## config.mk

```make
export PLATFORM = sky130hd
export DESIGN_NAME = smx_lane
export DESIGN_NICKNAME = d
export VERILOG_FILES = /design/src/hdl/smx_pkg.sv /design/src/hdl/smx_lane.sv
export SDC_FILE = /design/constraint.sdc
export NUM_CORES = 2
export LEC_CHECK = 0
export ABC_AREA = 1
export BUFFER_PORTS_ARGS = -buffer_cell sky130_fd_sc_hd__buf_4
export CORE_MARGIN = 5
export CORE_UTILIZATION = 49
export CTS_CLUSTER_SIZE = 20
export DETAILED_ROUTE_END_ITERATION = 12
export PLACE_DENSITY = 0.77
export REMOVE_ABC_BUFFERS = 1
export SLEW_MARGIN = 10
export SYNTH_ARGS = -nofsm -noshare
export SYNTH_HDL_FRONTEND = slang
export SYNTH_SLANG_ARGS = --single-unit
```

## constraint.sdc

```tcl
create_clock -name aclk -period 4.9 [get_ports aclk]
set_input_delay 0.98 -clock aclk [delete_from_list [all_inputs] [get_ports aclk]]
set_output_delay 0.98 -clock aclk [all_outputs]
set_load 0.05 [all_outputs]
```

## src/hdl/smx_pkg.sv

```systemverilog
// Shared constants, types and helper function of the stereo mixer.
package smx_pkg;

    localparam int NUM_SOURCES = 4;
    localparam int MAX_SOURCES = 4;
    localparam int SAMPLE_BITS = 16;

    localparam int Q_BITS = 16;
    localparam int FRAC_BITS = 30;
    localparam logic [Q_BITS-1:0] Q_ONE = Q_BITS'(32768);
    localparam logic [Q_BITS-1:0] Q_HALF = Q_BITS'(16384);

    localparam int PROD_W = 2 * Q_BITS - 1;
    localparam int TERM_W = SAMPLE_BITS + PROD_W;
    localparam int ACC_W = TERM_W + $clog2(NUM_SOURCES) + 1;
    localparam int RES_W = ACC_W - FRAC_BITS;

    localparam int DELAY_W = 32;
    localparam int CFG_W = 64;
    localparam int CFG_IDX_W = 3;

    localparam int IN_DATA_W = ((2 * MAX_SOURCES * SAMPLE_BITS + 7) / 8) * 8;
    localparam int OUT_DATA_W = ((2 * SAMPLE_BITS + 7) / 8) * 8;

    typedef enum logic [CFG_IDX_W-1:0] {
        REG_GAINS    = 3'd0,
        REG_PANS     = 3'd1,
        REG_MONO     = 3'd2,
        REG_DELAY_LO = 3'd3,
        REG_DELAY_HI = 3'd4
    } cfg_reg_t;

    typedef struct packed {
        logic               capture;
        logic               delay_load;
        logic [DELAY_W-1:0] delay_value;
    } lane_ctrl_t;

    function automatic logic [Q_BITS-1:0] clamp_q15(input logic [Q_BITS-1:0] v);
        clamp_q15 = (v > Q_ONE) ? Q_ONE : v;
    endfunction

endpackage

```

## src/hdl/smx_lane.sv

```systemverilog
// One source lane: start delay countdown, pan law, gain and sample products.
module smx_lane (
    input  logic                                 aclk,
    input  logic                                 aresetn,
    input  smx_pkg::lane_ctrl_t                  ctrl,
    input  logic [smx_pkg::SAMPLE_BITS-1:0]      left_in,
    input  logic [smx_pkg::SAMPLE_BITS-1:0]      right_in,
    input  logic [smx_pkg::Q_BITS-1:0]           gain,
    input  logic [smx_pkg::Q_BITS-1:0]           pan,
    input  logic                                 mono,
    output logic signed [smx_pkg::TERM_W-1:0]    term_left,
    output logic signed [smx_pkg::TERM_W-1:0]    term_right
);

    localparam int SB = smx_pkg::SAMPLE_BITS;
    localparam int QB = smx_pkg::Q_BITS;
    localparam int PW = smx_pkg::PROD_W;
    localparam int TW = smx_pkg::TERM_W;

    logic [smx_pkg::DELAY_W-1:0] delay_reg;
    logic                        active_reg;
    logic signed [SB-1:0]        samp_l_reg;
    logic signed [SB-1:0]        samp_r_reg;
    logic [QB-1:0]               coef_l_reg;
    logic [QB-1:0]               coef_r_reg;
    logic [QB-1:0]               gain_reg;
    logic [PW-1:0]               prod_l_reg;
    logic [PW-1:0]               prod_r_reg;
    logic signed [TW-1:0]        term_l_reg;
    logic signed [TW-1:0]        term_r_reg;

    logic [QB-1:0]               pan_c;
    logic [QB-1:0]               coef_l_next;
    logic [QB-1:0]               coef_r_next;
    logic [SB-1:0]               samp_r_next;
    logic [2*QB-1:0]             prod_l_full;
    logic [2*QB-1:0]             prod_r_full;
    logic signed [TW:0]          mult_l;
    logic signed [TW:0]          mult_r;

    always_comb begin
        pan_c = smx_pkg::clamp_q15(pan);
        coef_l_next = smx_pkg::Q_ONE;
        coef_r_next = smx_pkg::Q_ONE;
        samp_r_next = right_in;
        if (mono) begin
            samp_r_next = left_in;
            if (pan_c <= smx_pkg::Q_HALF) begin
                coef_r_next = QB'(pan_c << 1);
            end else begin
                coef_l_next = QB'((smx_pkg::Q_ONE - pan_c) << 1);
            end
        end
    end

    always_ff @(posedge aclk) begin
        if (!aresetn) begin
            delay_reg <= '0;
        end else if (ctrl.delay_load) begin
            delay_reg <= ctrl.delay_value;
        end else if (ctrl.capture && (delay_reg != '0)) begin
            delay_reg <= delay_reg - 1'b1;
        end
    end

    always_ff @(posedge aclk) begin
        if (ctrl.capture) begin
            active_reg <= (delay_reg == '0);
            samp_l_reg <= left_in;
            samp_r_reg <= samp_r_next;
            coef_l_reg <= coef_l_next;
            coef_r_reg <= coef_r_next;
            gain_reg   <= smx_pkg::clamp_q15(gain);
        end
    end

    assign prod_l_full = coef_l_reg * gain_reg;
    assign prod_r_full = coef_r_reg * gain_reg;
    assign mult_l = samp_l_reg * $signed({1'b0, prod_l_reg});
    assign mult_r = samp_r_reg * $signed({1'b0, prod_r_reg});

    always_ff @(posedge aclk) begin
        prod_l_reg <= prod_l_full[PW-1:0];
        prod_r_reg <= prod_r_full[PW-1:0];
        term_l_reg <= active_reg ? mult_l[TW-1:0] : '0;
        term_r_reg <= active_reg ? mult_r[TW-1:0] : '0;
    end

    assign term_left  = term_l_reg;
    assign term_right = term_r_reg;

endmodule

```

After elaboration in Yosys (flattened, before gate mapping)
Cells that the tools add are included.
Widths: inputs -> output; s select.
{"block": "word_totals", "ff_bits": 269, "in_bits": 101, "out_inout_bits": 94}
{"block": "op_classes", "n_addsub": 2, "n_mul": 4, "n_lt_le_gt_ge": 3, "muxes": 4, "bitwise_logic": 1, "n_reduce_logical": 6}
{"cell": "$mul 16x32->47", "count": 2}
{"cell": "$mux 32", "count": 2}
{"cell": "$mul 16x16->31", "count": 2}
{"cell": "$gt 16x16->1 const B", "count": 2}
{"cell": "$logic_not 32->1", "count": 1}
{"cell": "$mux 16", "count": 2}
{"cell": "$reduce_bool 32->1", "count": 1}
{"cell": "$sub 32x1->32 const B", "count": 1}
{"cell": "$le 16x15->1 const B", "count": 1}
{"cell": "$sub 1x15->15 const A", "count": 1}
{"cell": "$reduce_and 2->1", "count": 1}
{"cell": "$reduce_bool 2->1", "count": 1}
{"cell": "$reduce_or 2->1", "count": 1}
{"cell": "$logic_and 1x1->1", "count": 1}
{"cell": "$not 1->1", "count": 1}

Depth between registers and ports, before layout
{"block": "depth", "ltp_word": 4, "mapped_depth": 28, "mapped_depth_nobuf": 26}

Worst setup path before layout
Ideal clock, no wire load.
{"block": "synth_path", "path_type": "register to register", "start": "register prod_l_reg[29]", "end": "register term_l_reg[37], in the netlist term_left[37]", "arrival_ns": 5.207, "required_ns": 4.785, "path_slack_ns": -0.422, "stages_incl_launch_ff": 25, "n_path_buf": 2, "cell_sequence": "dfxtp_1 > clkbuf_1 > clkbuf_1 > nand2_1 > fa_1 > inv_1 > fa_1 > inv_1 > fa_1 > inv_1 > fa_1 > fa_1 > inv_1 > fa_1 > inv_1 > ha_1 > nand2_1 > inv_1 > nand2_1 > nor3_1 > inv_1 > nor3_1 > nand2_1 > a21oi_1 > nor2_1"}
{"block": "synth_via", "elab_chain_cells": 1}
{"element": "from (decl)", "line": "smx_lane.sv:27", "source": "logic [PW-1:0] prod_l_reg;"}
{"element": "from (signal assigned)", "line": "smx_lane.sv:83", "source": "prod_l_reg <= prod_l_full[PW-1:0];"}
{"element": "$mul 16x32->47", "line": "smx_lane.sv:79", "source": "assign mult_l = samp_l_reg * $signed({1'b0, prod_l_reg});"}
{"element": "to (signal assigned)", "line": "smx_lane.sv:85", "source": "term_l_reg <= active_reg ? mult_l[TW-1:0] : '0;"}
{"element": "to (decl)", "line": "smx_lane.sv:29", "source": "logic signed [TW-1:0] term_l_reg;"}
No other way between the ends.
A chain may end at the register's enable or synchronous reset.

Worst setup path in the final report
{"block": "layout_path", "start": "register gain_reg[1]", "end": "register prod_r_reg[26]"}
{"block": "layout_via", "elab_chain_cells": 1}
{"element": "from (decl)", "line": "smx_lane.sv:26", "source": "logic [QB-1:0] gain_reg;"}
{"element": "from (signal assigned)", "line": "smx_lane.sv:73", "source": "gain_reg <= smx_pkg::clamp_q15(gain);"}
{"element": "$mul 16x16->31", "line": "smx_lane.sv:78", "source": "assign prod_r_full = coef_r_reg * gain_reg;"}
{"element": "via prod_r_full[26]", "line": "smx_lane.sv:37", "source": "logic [2*QB-1:0] prod_r_full;"}
{"element": "to (signal assigned)", "line": "smx_lane.sv:84", "source": "prod_r_reg <= prod_r_full[PW-1:0];"}
{"element": "to (decl)", "line": "smx_lane.sv:28", "source": "logic [PW-1:0] prod_r_reg;"}
The timed path passes the listed nets, and every way through them passes these cells.

==> qor.log <==
[synthesis] Synth Warn # 0
[routing] DRC violations left 0
[floorplan] die boundary width 356 um
[floorplan] Die Y 356 um
[timing] slack of the critical path -0.747 ns
[layout] fill cell count 9551
[timing] min Tclk post-route 5.65 ns
[synthesis] count of distinct cell types in the synthesized netlist 46
[critical_path] required time worst endpoint 5.41 ns
[timing] max frequency 177 MHz
[cts] CTS clock-pin slew for the worst setup and hold paths 0.06 ns
[critical_path] crit path from gain_reg[1]$_SDFFCE_PN0P_
[grt] largest net degree at the start of global routing 77
[grt] antenna violations before repair 1
[critical_path] Setup crit end kind register
[timing] headroom to the max-slew limit 30.3%
[synthesis] Mapped Area 58600 um^2
[timing] unrepaired setup endpoints after global routing yes
[place] HPWL reported at the end of detailed placement 134000 um
[status] violated checks setup timing
[cts] hold-fix buffers at CTS 0
[layout] share of cells above drive strength 1 21.6%
[critical_path] Data arrival, critical path 6.15 ns
[place] GPL Wtd Cong 0.961
[routing] iteration-0 DRC count of the detailed router 4041
[layout] multi-input combinational cell area 46300 um^2
[critical_path] reg-to-reg critical path endpoint prod_r_reg[26]$_DFF_P_
[cts] clock tree from TritonCTS done
[cts] H-tree depth 2
[worst_hold_path] number of stages on the worst hold path 1
[floorplan] Std-Cell Core Area 119000 um^2
[cts] maximum buffer depth of the clock tree 3
[synthesis] share of flip-flops with an asynchronous set or reset after synthesis 0%
[job] count of max-cap constraint violations 0
[cts] number of sinks driven by the clock tree 263
[synthesis] count of flip-flops with a built-in enable after synthesis 79
[layout] area growth from synthesis to final layout 23.9%
[timing] final setup violation count 117
[layout] FF/Latch Area 6090 um^2
[status] run status finished with violations
[floorplan] Starting Density 49.1%
[synthesis] Synth Area per Inst 7.63 um^2
[synthesis] post-synthesis sequential area ratio 10.3%
[floorplan] number of top-level pins 195
[cts] clock root cell sky130_fd_sc_hd__clkbuf_16
[grt] Tot GR Track Use 25.4%
[critical_path] Crit Path Class reg2reg
[critical_path] Startpoint Class register
[routing] vias per inst 5.13
[critical_path] Critical R2R Launch gain_reg[1]$_SDFFCE_PN0P_
[layout] final net count 10100
[synthesis] ys flop type sky130_fd_sc_hd__dfxtp_1
[grt] global-route wire length before repair 262000 um
[timing] final worst hold slack 0.475 ns
[critical_path] Critical path destination prod_r_reg[26]$_DFF_P_
[timing] final hold violation count 0
[timing] Max Transition Viols Final 0
[grt] number of global-route vias before repair 53400
[synthesis] gate count of the mapped netlist 7686
[critical_path] Worst Path Max Fanout 5
[timing] actual transition at the worst max-transition pin 1.05 ns
[floorplan] Cell Rows 127
[cts] number of buffers created by CTS 35
[timing] Max Clock Skew 0.0400 ns
[routing] first-pass iteration count of the detailed router 8
[routing] final antenna-violating net count 0
[floorplan] Die Footprint 127000 um^2
[worst_hold_path] Min-Delay Path Class reg2reg
[routing] total via count in the routed design 51400
[place] count of input and output buffers 192
[routing] Routed WL 169000 um
[routing] WL/cell 16.9 um
[timing] share of the cycle needed by the critical path after routing 115%
[synthesis] post-synthesis sequential element count 263
[cts] clock latency on the worst-skew pair 0.62 ns
[critical_path] Worst Reg-to-Reg Cells 23
[critical_path] reg-to-reg setup timing slack -0.75 ns
[grt] global-route congestion overflow total 0
-- worst max-delay path, stage by stage (launching register included) --
cell and delay (ns):
sky130_fd_sc_hd__edfxtp_1 0.38, sky130_fd_sc_hd__buf_6 0.15, sky130_fd_sc_hd__buf_4 0.12, sky130_fd_sc_hd__nand2_2 0.06
sky130_fd_sc_hd__fa_1 0.54, sky130_fd_sc_hd__inv_1 0.07, sky130_fd_sc_hd__fa_1 0.56, sky130_fd_sc_hd__inv_1 0.05
sky130_fd_sc_hd__fa_1 0.49, sky130_fd_sc_hd__inv_2 0.04, sky130_fd_sc_hd__fa_1 0.54, sky130_fd_sc_hd__inv_1 0.07
sky130_fd_sc_hd__fa_1 0.51, sky130_fd_sc_hd__inv_2 0.05, sky130_fd_sc_hd__fa_1 0.50, sky130_fd_sc_hd__ha_4 0.33
sky130_fd_sc_hd__buf_4 0.11, sky130_fd_sc_hd__nand2_2 0.08, sky130_fd_sc_hd__nor2_2 0.18, sky130_fd_sc_hd__inv_1 0.11
sky130_fd_sc_hd__nor2_1 0.16, sky130_fd_sc_hd__nand3_1 0.13, sky130_fd_sc_hd__nand3_1 0.14, sky130_fd_sc_hd__xor2_1 0.18
-- timing repair --
action | in CTS | in global routing
setup buffers | 7 | 82
cloned | 0 | 11
pin swaps | 28 | 231
resized for setup | 297 | 691
setup endpoints to repair | 117 | 120
-- cell type report --
| class | count | area share, % |
|---|---|---|
| Clock buffer | 42 | 1.30 |
| Multi-Input combinational cell | 4886 | 63.8 |
| Inverter | 2199 | 11.4 |
| Tap cell | 1612 | 2.78 |
| Timing Repair Buffer | 987 | 12.0 |
| Antenna cell | 2 | 0.00689 |
| Sequential cell | 263 | 8.39 |
| Clock inverter | 21 | 0.372 |
-- cells in the mapped netlist, drive strengths merged (8+ instances only) --
master | n | area (um^2)
a211oi | 17 | 133
inv | 2198 | 8250
o21bai | 15 | 113
o21a | 14 | 105
clkbuf | 325 | 1220
a31oi | 8 | 50.1
edfxtp | 79 | 2370
ha | 488 | 6110
a21oi | 247 | 1240
or2 | 19 | 119
o21ai | 183 | 938
a21o | 11 | 82.6
nand3 | 118 | 603
nor2 | 431 | 1740
nand2 | 2009 | 7580
dfxtp | 184 | 3680
xnor2 | 35 | 307
buf | 14 | 123
nor3 | 38 | 190
xor2 | 55 | 482
nand4 | 20 | 125
fa | 1140 | 22800
-- layer usage --
layer,GRT usage [%],up-vias,part of all wire (%)
met5,0,-,0.068
met4,8.40,2,3.9
met3,5.73,497,9.6
met2,42.1,2328,48
met1,33.1,25200,39
li1,-,23400,-
-- layout by cell type (no fill, tap or decap), types with 107 or more instances in the layout --
cell type	netlist	final
sky130_fd_sc_hd__fa_1	1140	1111
sky130_fd_sc_hd__nand2_1	2000	1839
sky130_fd_sc_hd__ha_1	488	403
sky130_fd_sc_hd__a21oi_1	247	135
sky130_fd_sc_hd__inv_1	2197	2110
sky130_fd_sc_hd__nor2_1	408	305
sky130_fd_sc_hd__nand2_2	6	122
sky130_fd_sc_hd__dfxtp_1	184	158
sky130_fd_sc_hd__o21ai_0	173	107
sky130_fd_sc_hd__buf_4	5	849
-- worst min-delay path by stage --
stage,startpoint,end
global route,delay_reg[1]$_SDFFE_PN0P_,delay_reg[1]$_SDFFE_PN0P_
floorplan,delay_reg[0]$_SDFFE_PN0P_,delay_reg[0]$_SDFFE_PN0P_
detailed placement,delay_reg[0]$_SDFFE_PN0P_,delay_reg[0]$_SDFFE_PN0P_
CTS,delay_reg[0]$_SDFFE_PN0P_,delay_reg[0]$_SDFFE_PN0P_
global placement,delay_reg[0]$_SDFFE_PN0P_,delay_reg[0]$_SDFFE_PN0P_
finish,delay_reg[0]$_SDFFE_PN0P_,delay_reg[0]$_SDFFE_PN0P_
-- through the flow --
step | instances | worst slack, ns | utilization, % | setup TNS (ns) | area, um^2
5_1_grt | 10000 | -0.919 | 60.9 | -74.36 | 72600
3_3_place_gp | 9848 | -0.965 | 56.0 | -54.57 | 66800
3_5_place_dp | 9848 | -1.00 | 56.0 | -61.45 | 66800
6_report | 10000 | -0.747 | 60.9 | -51.64 | 72600
4_1_cts | 9918 | -0.558 | 58.1 | -42.02 | 69300
2_1_floorplan | 7348 | -0.480 | - | -35.51 | 57300
-- cell families after synthesis --
logic type / count (synthesis) / synth area share (%)
compound gates: 514 / 4.79
xor+xnor: 90 / 1.34
fa+ha+maj: 1628 / 49.3
buf+inv: 2538 / 16.4
flops: 263 / 10.3
other cells: 1 / 0.00639
simple gates: 2652 / 17.8
Power is left out: the tool's default activity adds up to more than one toggle a clock period on the data nets, which glitch-free logic cannot reach.
