==> src/hdl/smx_pkg.sv <==
// Shared constants, types and helper function of the stereo mixer.
package smx_pkg;

    localparam int NUM_SOURCES = 4;
    localparam int MAX_SOURCES = 4;
    localparam int SAMPLE_BITS = 16;

    localparam int Q_BITS = 16;
    localparam int FRAC_BITS = 30;
    localparam logic [Q_BITS-1:0] Q_ONE = Q_BITS'(32768);
    localparam logic [Q_BITS-1:0] Q_HALF = Q_BITS'(16384);

    localparam int PROD_W = 2 * Q_BITS - 1;
    localparam int TERM_W = SAMPLE_BITS + PROD_W;
    localparam int ACC_W = TERM_W + $clog2(NUM_SOURCES) + 1;
    localparam int RES_W = ACC_W - FRAC_BITS;

    localparam int DELAY_W = 32;
    localparam int CFG_W = 64;
    localparam int CFG_IDX_W = 3;

    localparam int IN_DATA_W = ((2 * MAX_SOURCES * SAMPLE_BITS + 7) / 8) * 8;
    localparam int OUT_DATA_W = ((2 * SAMPLE_BITS + 7) / 8) * 8;

    typedef enum logic [CFG_IDX_W-1:0] {
        REG_GAINS    = 3'd0,
        REG_PANS     = 3'd1,
        REG_MONO     = 3'd2,
        REG_DELAY_LO = 3'd3,
        REG_DELAY_HI = 3'd4
    } cfg_reg_t;

    typedef struct packed {
        logic               capture;
        logic               delay_load;
        logic [DELAY_W-1:0] delay_value;
    } lane_ctrl_t;

    function automatic logic [Q_BITS-1:0] clamp_q15(input logic [Q_BITS-1:0] v);
        clamp_q15 = (v > Q_ONE) ? Q_ONE : v;
    endfunction

endpackage

==> src/hdl/smx_merge.sv <==
// Merging stage: sums the lane terms, rounds from Q30 and saturates.
module smx_merge (
    input  logic                                 aclk,
    input  logic signed [smx_pkg::TERM_W-1:0]    term_left [smx_pkg::NUM_SOURCES],
    input  logic signed [smx_pkg::TERM_W-1:0]    term_right [smx_pkg::NUM_SOURCES],
    output logic [smx_pkg::SAMPLE_BITS-1:0]      mix_left,
    output logic [smx_pkg::SAMPLE_BITS-1:0]      mix_right,
    output logic                                 clipped
);

    localparam int AW = smx_pkg::ACC_W;
    localparam int RW = smx_pkg::RES_W;
    localparam int SB = smx_pkg::SAMPLE_BITS;
    localparam int FB = smx_pkg::FRAC_BITS;
    localparam logic signed [AW-1:0] ROUND_BIAS = AW'(1) <<< (FB - 1);
    localparam logic signed [RW-1:0] SAT_HI = RW'((1 << (SB - 1)) - 1);
    localparam logic signed [RW-1:0] SAT_LO = ~SAT_HI;

    logic signed [AW-1:0] sum_l_reg;
    logic signed [AW-1:0] sum_r_reg;
    logic signed [AW-1:0] sum_l_next;
    logic signed [AW-1:0] sum_r_next;
    logic signed [AW-1:0] rnd_l;
    logic signed [AW-1:0] rnd_r;
    logic signed [RW-1:0] res_l;
    logic signed [RW-1:0] res_r;
    logic                 clip_l;
    logic                 clip_r;

    always_comb begin
        sum_l_next = '0;
        sum_r_next = '0;
        for (int i = 0; i < smx_pkg::NUM_SOURCES; i++) begin
            sum_l_next = sum_l_next + AW'(term_left[i]);
            sum_r_next = sum_r_next + AW'(term_right[i]);
        end
    end

    always_ff @(posedge aclk) begin
        sum_l_reg <= sum_l_next;
        sum_r_reg <= sum_r_next;
    end

    always_comb begin
        rnd_l = sum_l_reg + ROUND_BIAS;
        rnd_r = sum_r_reg + ROUND_BIAS;
        res_l = $signed(rnd_l[AW-1:FB]);
        res_r = $signed(rnd_r[AW-1:FB]);
        clip_l = (res_l > SAT_HI) || (res_l < SAT_LO);
        clip_r = (res_r > SAT_HI) || (res_r < SAT_LO);
        if (res_l > SAT_HI) begin
            mix_left = SAT_HI[SB-1:0];
        end else if (res_l < SAT_LO) begin
            mix_left = SAT_LO[SB-1:0];
        end else begin
            mix_left = res_l[SB-1:0];
        end
        if (res_r > SAT_HI) begin
            mix_right = SAT_HI[SB-1:0];
        end else if (res_r < SAT_LO) begin
            mix_right = SAT_LO[SB-1:0];
        end else begin
            mix_right = res_r[SB-1:0];
        end
        clipped = clip_l || clip_r;
    end

endmodule
==> config.mk <==
export PLATFORM = sky130hd
export DESIGN_NAME = smx_merge
export DESIGN_NICKNAME = d
export VERILOG_FILES = /design/src/hdl/smx_pkg.sv /design/src/hdl/smx_merge.sv
export SDC_FILE = /design/constraint.sdc
export NUM_CORES = 1
export LEC_CHECK = 0
export BUFFER_PORTS_ARGS = -buffer_cell sky130_fd_sc_hd__buf_2
export CAP_MARGIN = 5
export CORE_ASPECT_RATIO = 0.9
export CORE_MARGIN = 10
export CORE_UTILIZATION = 53
export CTS_CLUSTER_SIZE = 25
export DETAILED_ROUTE_END_ITERATION = 8
export GPL_TIMING_DRIVEN = 0
export PLACE_DENSITY_LB_ADDON = 0.3
export SKIP_LAST_GASP = 1
export SLEW_MARGIN = 40
export SYNTH_ARGS = -nofsm -noshare
export SYNTH_HDL_FRONTEND = slang
export SYNTH_SLANG_ARGS = --single-unit
==> constraint.sdc <==
create_clock -name aclk -period 4.47 [get_ports aclk]
set_input_delay 0.447 -clock aclk [delete_from_list [all_inputs] [get_ports aclk]]
set_output_delay 0.447 -clock aclk [all_outputs]
set_load 0.03 [all_outputs]
Yosys cells after proc, flatten, opt, wreduce, memory -nomap -nowiden --
Index checks and enable logic that the tools add are counted. Widths: inputs -> output; s select.
Cells by class: add/sub/neg operators 8, order comparisons 4, mux-type cells 4, reductions and logical operators 3
Operators by type and width (number):
- $add 49x47->50 | 2
- $add 50x31->50 const B | 2
- $add 48x47->49 | 2
- $add 47x47->48 | 2
- $mux 16 | 4
- $gt 20x16->1 const B | 2
- $lt 20x16->1 const B | 2
- $logic_or 1x1->1 | 3
Storage, ports and cells: register bits after elaboration 100, input port bits 377, output and inout port bits 33

Longest topological paths before layout --
Gate-level depths: netlist (run 1).
depth in word-level cells 4, depth in mapped cells 14, depth with buffers taken out 13

Worst setup path after synthesis (run 1) --
No wires, ideal clock.
kind input to register, from in term_left[27] in the netlist's numbering, to reg sum_l_reg[44], arrival 3.487 ns, data required time 4.379 ns, path slack 0.892 ns, stages on the path 13, buffers on the path 0, cells stage by stage inv_1 -> fa_1 -> fa_1 -> inv_1 -> ha_1 -> and3_1 -> and2_1 -> a221oi_1 -> nand2_1 -> o31ai_1 -> a21oi_1 -> or2_1 -> a311oi_1
Between the ends: cells in the longest elaborated chain, start to end 1
RTL lines:
- from (decl) | line smx_merge.sv:4 | input logic signed [smx_pkg::TERM_W-1:0] term_left [smx_pkg::NUM_SOURCES],
- $add 49x47->50 | line smx_merge.sv:34 | sum_l_next = sum_l_next + AW'(term_left[i]);
- named net sum_l_next[44] | line smx_merge.sv:21 | logic signed [AW-1:0] sum_l_next;
- to (signal assigned) | line smx_merge.sv:40 | sum_l_reg <= sum_l_next;
- to (decl) | line smx_merge.sv:19 | logic signed [AW-1:0] sum_l_reg;
The timed path passes the listed nets, and every way through them passes these cells.

Final worst setup path (run 1) --
from in term_right[20] in the netlist's numbering, to reg sum_r_reg[46]
Between the ends: cells in the longest elaborated chain, start to end 1
RTL lines:
- from (decl) | line smx_merge.sv:5 | input logic signed [smx_pkg::TERM_W-1:0] term_right [smx_pkg::NUM_SOURCES],
- $add 49x47->50 | line smx_merge.sv:35 | sum_r_next = sum_r_next + AW'(term_right[i]);
- named net sum_r_next[46] | line smx_merge.sv:22 | logic signed [AW-1:0] sum_r_next;
- to (signal assigned) | line smx_merge.sv:41 | sum_r_reg <= sum_r_next;
- to (decl) | line smx_merge.sv:20 | logic signed [AW-1:0] sum_r_reg;
The timed path passes the listed nets, and every way through them passes these cells.

==> qor.yml, run 1 <==
grt_use_met1_pct: 25.9
fin_setup_tns_ps: 0
drive_above_1_share_pct: 23.9
cts_resized: 0
cts_made_buffers: 5
stdcell_count: 2223
post-route-cell-area_sq_um: 14400
hp-class: "in2reg"
placed_area_sq_um: 14200
synth_edf_count: 0
routedWlPerCell_um: 14.9
routed_via_density: 4.92
ys.flop_type: "dfxtp_1"
first_iter_violations: 465
critPathLaunchType: "input pin"
antenna_found_initial: 4
async_reset_ff_share_pct: 0
ctsHoldBuffers: 0
leakagePower_nw: 8.41
numPortBuffers: 409
grt_pass1_vias: 12000
synth_warnings: 0
ys_seq_elements: 42
via_count: 10900
use_met3_pct: 4.48
end_kind: "flip-flop"
fin_util_pct: 66.0
fp.dieH_um: 161
firstDrtPassIters: 5
totalWireLength_mm: 33.2
cts_tree: "built"
vdd_drop_max_uv: 461
io_pins: 410
htreeDepth: 2
gr-usage-all-layers_pct: 23.0
clockBufferDepth: 2
final_common_cell: "inv_1"
period_share_pct: 89.9
synthesis.area_per_instance_sq_um: 7.80
top_usage_layer: "met2"
power_density_nw_per_um2: 415
cp.required_ps: 4620
yosysUniqueCellTypes: 68
crit_type: "in2reg"
whs_ps: 742
gp_congestion: 0.936
grt_max_degree: 13
post-cts-setup-buffer-count: 0
clk_pin_slew_ps: 60
slew_headroom_pct: 53.6
outcome: "finished, final reports clean"
worstMarginPinSlew_ps: 693
layout_common_cells: "559 x inv_1, 410 x buf_2, 188 x fa_1"
pre_cts_ws_ps: 143
gr-total-overflow: 0
fillers: 1942
met2_usage_pct: 43.8
final.min_clock_period_ps: 4020
fp.dieW_um: 177
rows: 51
cts_sinks: 42
max_freq_mhz: 249
die_area_sq_um: 28600
grt_pass1_wl_mm: 55.2
slew_violations: 0
core_sq_um: 21800
drcViolationCount: 0
arrival_ps: 4170
hpwl_mm: 30.9
fin_total_pwr_mw: 5.96
synth_cells: 1511
multi_input_area_sq_um: 8760
hold_violations: 0
ff_latch_area_sq_um: 841
dp.cells: 2211
syn2layout_area_growth_pct: 21.8
rsz0062_at_grt: "no"
drv_cap: 0
setup_viol: 0
ys_seq_area_share_pct: 7.13
detail-route-antenna-nets: 0
clockRootBuffer: "clkbuf_16"
initial_core_util_pct: 54.2
nets: 2588
cp_max_fo: 5
fin_ws_ps: 452
syn_area_sq_um: 11800
syn_nets: 2172
-- cell families (layout without fill, tap and decap cells) --
| family | count (synthesis) | count (layout) | synth area share, % |
|---|---|---|---|
| AO/OA/AOI/OAI | 279 | 279 | 15.6 |
| flip-flops | 42 | 42 | 7.13 |
| other | 0 | 4 | 0 |
| buffers and inverters | 577 | 994 | 18.5 |
| adder cells (fa/ha/maj) | 284 | 284 | 42.1 |
| AND/OR/NAND/NOR | 262 | 262 | 11.5 |
| XOR/XNOR | 64 | 64 | 4.76 |
| multiplexers | 3 | 3 | 0.276 |
-- cell usage after synthesis (all sizes together) (5+ instances only) --
| cell type | number | area, sq um |
|---|---|---|
| nand4 | 26 | 163 |
| nor3 | 25 | 146 |
| o211ai | 18 | 135 |
| a211oi | 13 | 97.6 |
| nor4 | 8 | 68.8 |
| dfxtp | 42 | 841 |
| o21bai | 10 | 75.1 |
| or3 | 5 | 42.5 |
| inv | 559 | 2100 |
| fa | 188 | 3760 |
| clkbuf | 14 | 52.6 |
| ha | 96 | 1200 |
| nor2b | 5 | 31.3 |
| xnor2 | 37 | 324 |
| and2 | 7 | 43.8 |
| o21ai | 61 | 365 |
| a31oi | 12 | 75.1 |
| a2111oi | 5 | 43.8 |
| xor2 | 27 | 236 |
| o21a | 7 | 52.6 |
| a21oi | 79 | 395 |
| a21o | 38 | 285 |
| nand2 | 66 | 253 |
| o31ai | 7 | 52.6 |
| nor2 | 54 | 203 |
| nand3 | 32 | 160 |
| and3 | 12 | 75.1 |
-- power by group --
| part | switching, mW | leakage [nW] | internal [mW] |
|---|---|---|---|
| sequential | 0.211 | 0.354 | 0.597 |
| combinational | 2.91 | 7.98 | 1.89 |
| clock | 0.130 | 0.0739 | 0.221 |
| total | 3.25 | 8.41 | 2.71 |
-- final cells by class --
type                       count  area share [%]
antenna                        4          0.0697
buffer                        18           0.610
clock buffer                   7           0.994
clock inverter                 1          0.0349
inverter                     559            14.6
multi-input combinational    892            61.0
sequential                    42            5.86
tap                          291            2.54
timing repair buffer         409            14.3
-- worst max-delay path, cell delays in order --
cell and delay (ps):
buf_2 80, inv_1 50, fa_1 500, fa_1 510
inv_1 40, ha_1 360, nand4_1 150, nor4_1 340
or3b_1 380, a31oi_1 300, nor3_1 170, o21ai_1 260
a21oi_1 150, a311oi_1 420
-- path summary, 6_finish.rpt --
path                  cells after the start                    end             from  slack [ps]
worst max-delay path                     14  sum_r_reg[46]$_DFF_P_   term_right[20]         450
worst min-delay path                      4  sum_r_reg[47]$_DFF_P_  term_right[187]         740
-- layer usage --
layer  routed length, um  vias to the layer above
met5                   0                        -
li1                    -                     5479
met3                2190                       34
met2               17400                      327
met4                 564                        0
met1               13100                     5090
(Power assumes the default switching activity.)
==> run 2, diff against run 1 <==
--- a/config.mk
+++ b/config.mk
@@ -9,7 +9,7 @@
 export CAP_MARGIN = 5
 export CORE_ASPECT_RATIO = 0.9
 export CORE_MARGIN = 10
-export CORE_UTILIZATION = 53
+export CORE_UTILIZATION = 30
 export CTS_CLUSTER_SIZE = 25
 export DETAILED_ROUTE_END_ITERATION = 8
 export GPL_TIMING_DRIVEN = 0
==> constraint.sdc (replaced) <==
create_clock -name aclk -period 4.08 [get_ports aclk]
set_input_delay 0.408 -clock aclk [delete_from_list [all_inputs] [get_ports aclk]]
set_output_delay 0.408 -clock aclk [all_outputs]
set_load 0.03 [all_outputs]
==> run 2 against run 1 <==
Net effect: critical path depth is the same; critical path type unchanged; utilization shrank 28 points; non-clock buffer count is the same; global-route usage shrank 8.3 points; combinational power grew 13%; wire length grew 6.6%; largest power group unchanged.
==> qor.yml, run 2 (same netlist as run 1, synthesis figures left out) <==
cts_made_buffers: 5
grt_max_degree: 13
ctsHoldBuffers: 0
slew_violations: 0
firstDrtPassIters: 5
outcome: "finished, final reports clean"
rows: 68
drive_above_1_share_pct: 24.3
post-route-cell-area_sq_um: 14700
pre_cts_ws_ps: -358
io_pins: 410
setup_viol: 0
via_count: 10800
max_freq_mhz: 260
detail-route-antenna-nets: 0
totalWireLength_mm: 35.4
critPathLaunchType: "input pin"
clockRootBuffer: "clkbuf_16"
power_density_nw_per_um2: 456
leakagePower_nw: 8.41
slew_headroom_pct: 47.7
routedWlPerCell_um: 14.4
grt_pass1_wl_mm: 58.6
first_iter_violations: 437
clockBufferDepth: 2
gr-usage-all-layers_pct: 14.7
grt_pass1_vias: 11700
gr-total-overflow: 0
initial_core_util_pct: 30.6
numPortBuffers: 409
syn2layout_area_growth_pct: 24.6
clk_pin_slew_ps: 60
cp_max_fo: 5
nets: 2588
hp-class: "in2reg"
final_common_cell: "inv_1"
die_area_sq_um: 47600
cp_num_buf_inv: 3
cts_tree: "built"
multi_input_area_sq_um: 8820
fp.dieH_um: 208
fin_ws_ps: 240
core_sq_um: 38500
routed_via_density: 4.41
htreeDepth: 2
arrival_ps: 4020
hpwl_mm: 32.8
period_share_pct: 94.1
fp.dieW_um: 229
fillers: 4075
crit_path_top_delay_cell: "a2111oi_0"
drcViolationCount: 0
cp_top_family: "compound AO/OA/AOI/OAI gates"
worstMarginPinSlew_ps: 781
gp_congestion: 0.928
critical_path.cell_chain: "buf_2, inv_1, fa_1, fa_1, inv_1, ha_1, a21oi_1, nand2_1, a2111oi_0, a211oi_2, a211oi_2, o21ai_1, a21bo_2, a211oi_1"
placed_area_sq_um: 14500
end_kind: "flip-flop"
vdd_drop_max_uv: 381
hold_violations: 0
max_stage_delay_ps: 520
cts_sinks: 42
post-cts-setup-buffer-count: 0
cp.required_ps: 4260
crit_type: "in2reg"
drv_cap: 0
final.min_clock_period_ps: 3840
ff_latch_area_sq_um: 841
layout_common_cells: "559 x inv_1, 410 x buf_2, 188 x fa_1"
antenna_found_initial: 1
[run 2: worst paths after layout]
kind / from / endpoint / slack [ps] / cells after the start
hold / removal: term_right[187] / sum_r_reg[47]$_DFF_P_ / 680 / 4
setup / recovery: term_right[14] / sum_r_reg[44]$_DFF_P_ / 240 / 14
[run 2: what timing repair did]
action,4_1_cts,5_1_grt
pin swaps,0,1
gates resized for setup,2,11
endpoints found under the setup margin,6,15
[run 2: stage by stage]
step	hold WS [ps]	setup TNS (ps)	std cells	total power, mW	utilization [%]
4_1_cts	676	0	2452	6.71	38.0
5_1_grt	714	-102	2452	7.44	38.1
2_1_floorplan	809	0	1511	4.75	-
3_3_place_gp	973	-3310	2445	6.23	37.6
6_report	680	0	2454	6.69	38.1
3_5_place_dp	978	-3520	2445	6.26	37.6
[run 2: per-layer routing]
metal / GRT usage [%] / vias up / share of wire [%]
met4: 1.34 / 0 / 0.64
met1: 19.2 / 5013 / 46
li1: - / 5460 / -
met2: 25.7 / 327 / 48
met3: 2.71 / 18 / 5.6
met5: 0 / - / 0
[run 2: cell type report]
type,instances,share of cell area [%]
Tap cell,525,4.47
Clock buffer,5,0.852
Buffer,18,0.596
Inverter,559,14.3
Antenna cell,2,0.0341
Clock inverter,2,0.0682
Sequential cell,42,5.72
Timing Repair Buffer,409,13.9
Multi-Input combinational cell,892,60.0
[run 2: report_power, final]
part / internal [mW] / switching (mW) / total [mW]
logic: 2.08 / 3.33 / 5.41
clock network: 0.221 / 0.160 / 0.381
registers: 0.654 / 0.245 / 0.899
total: 2.95 / 3.74 / 6.69
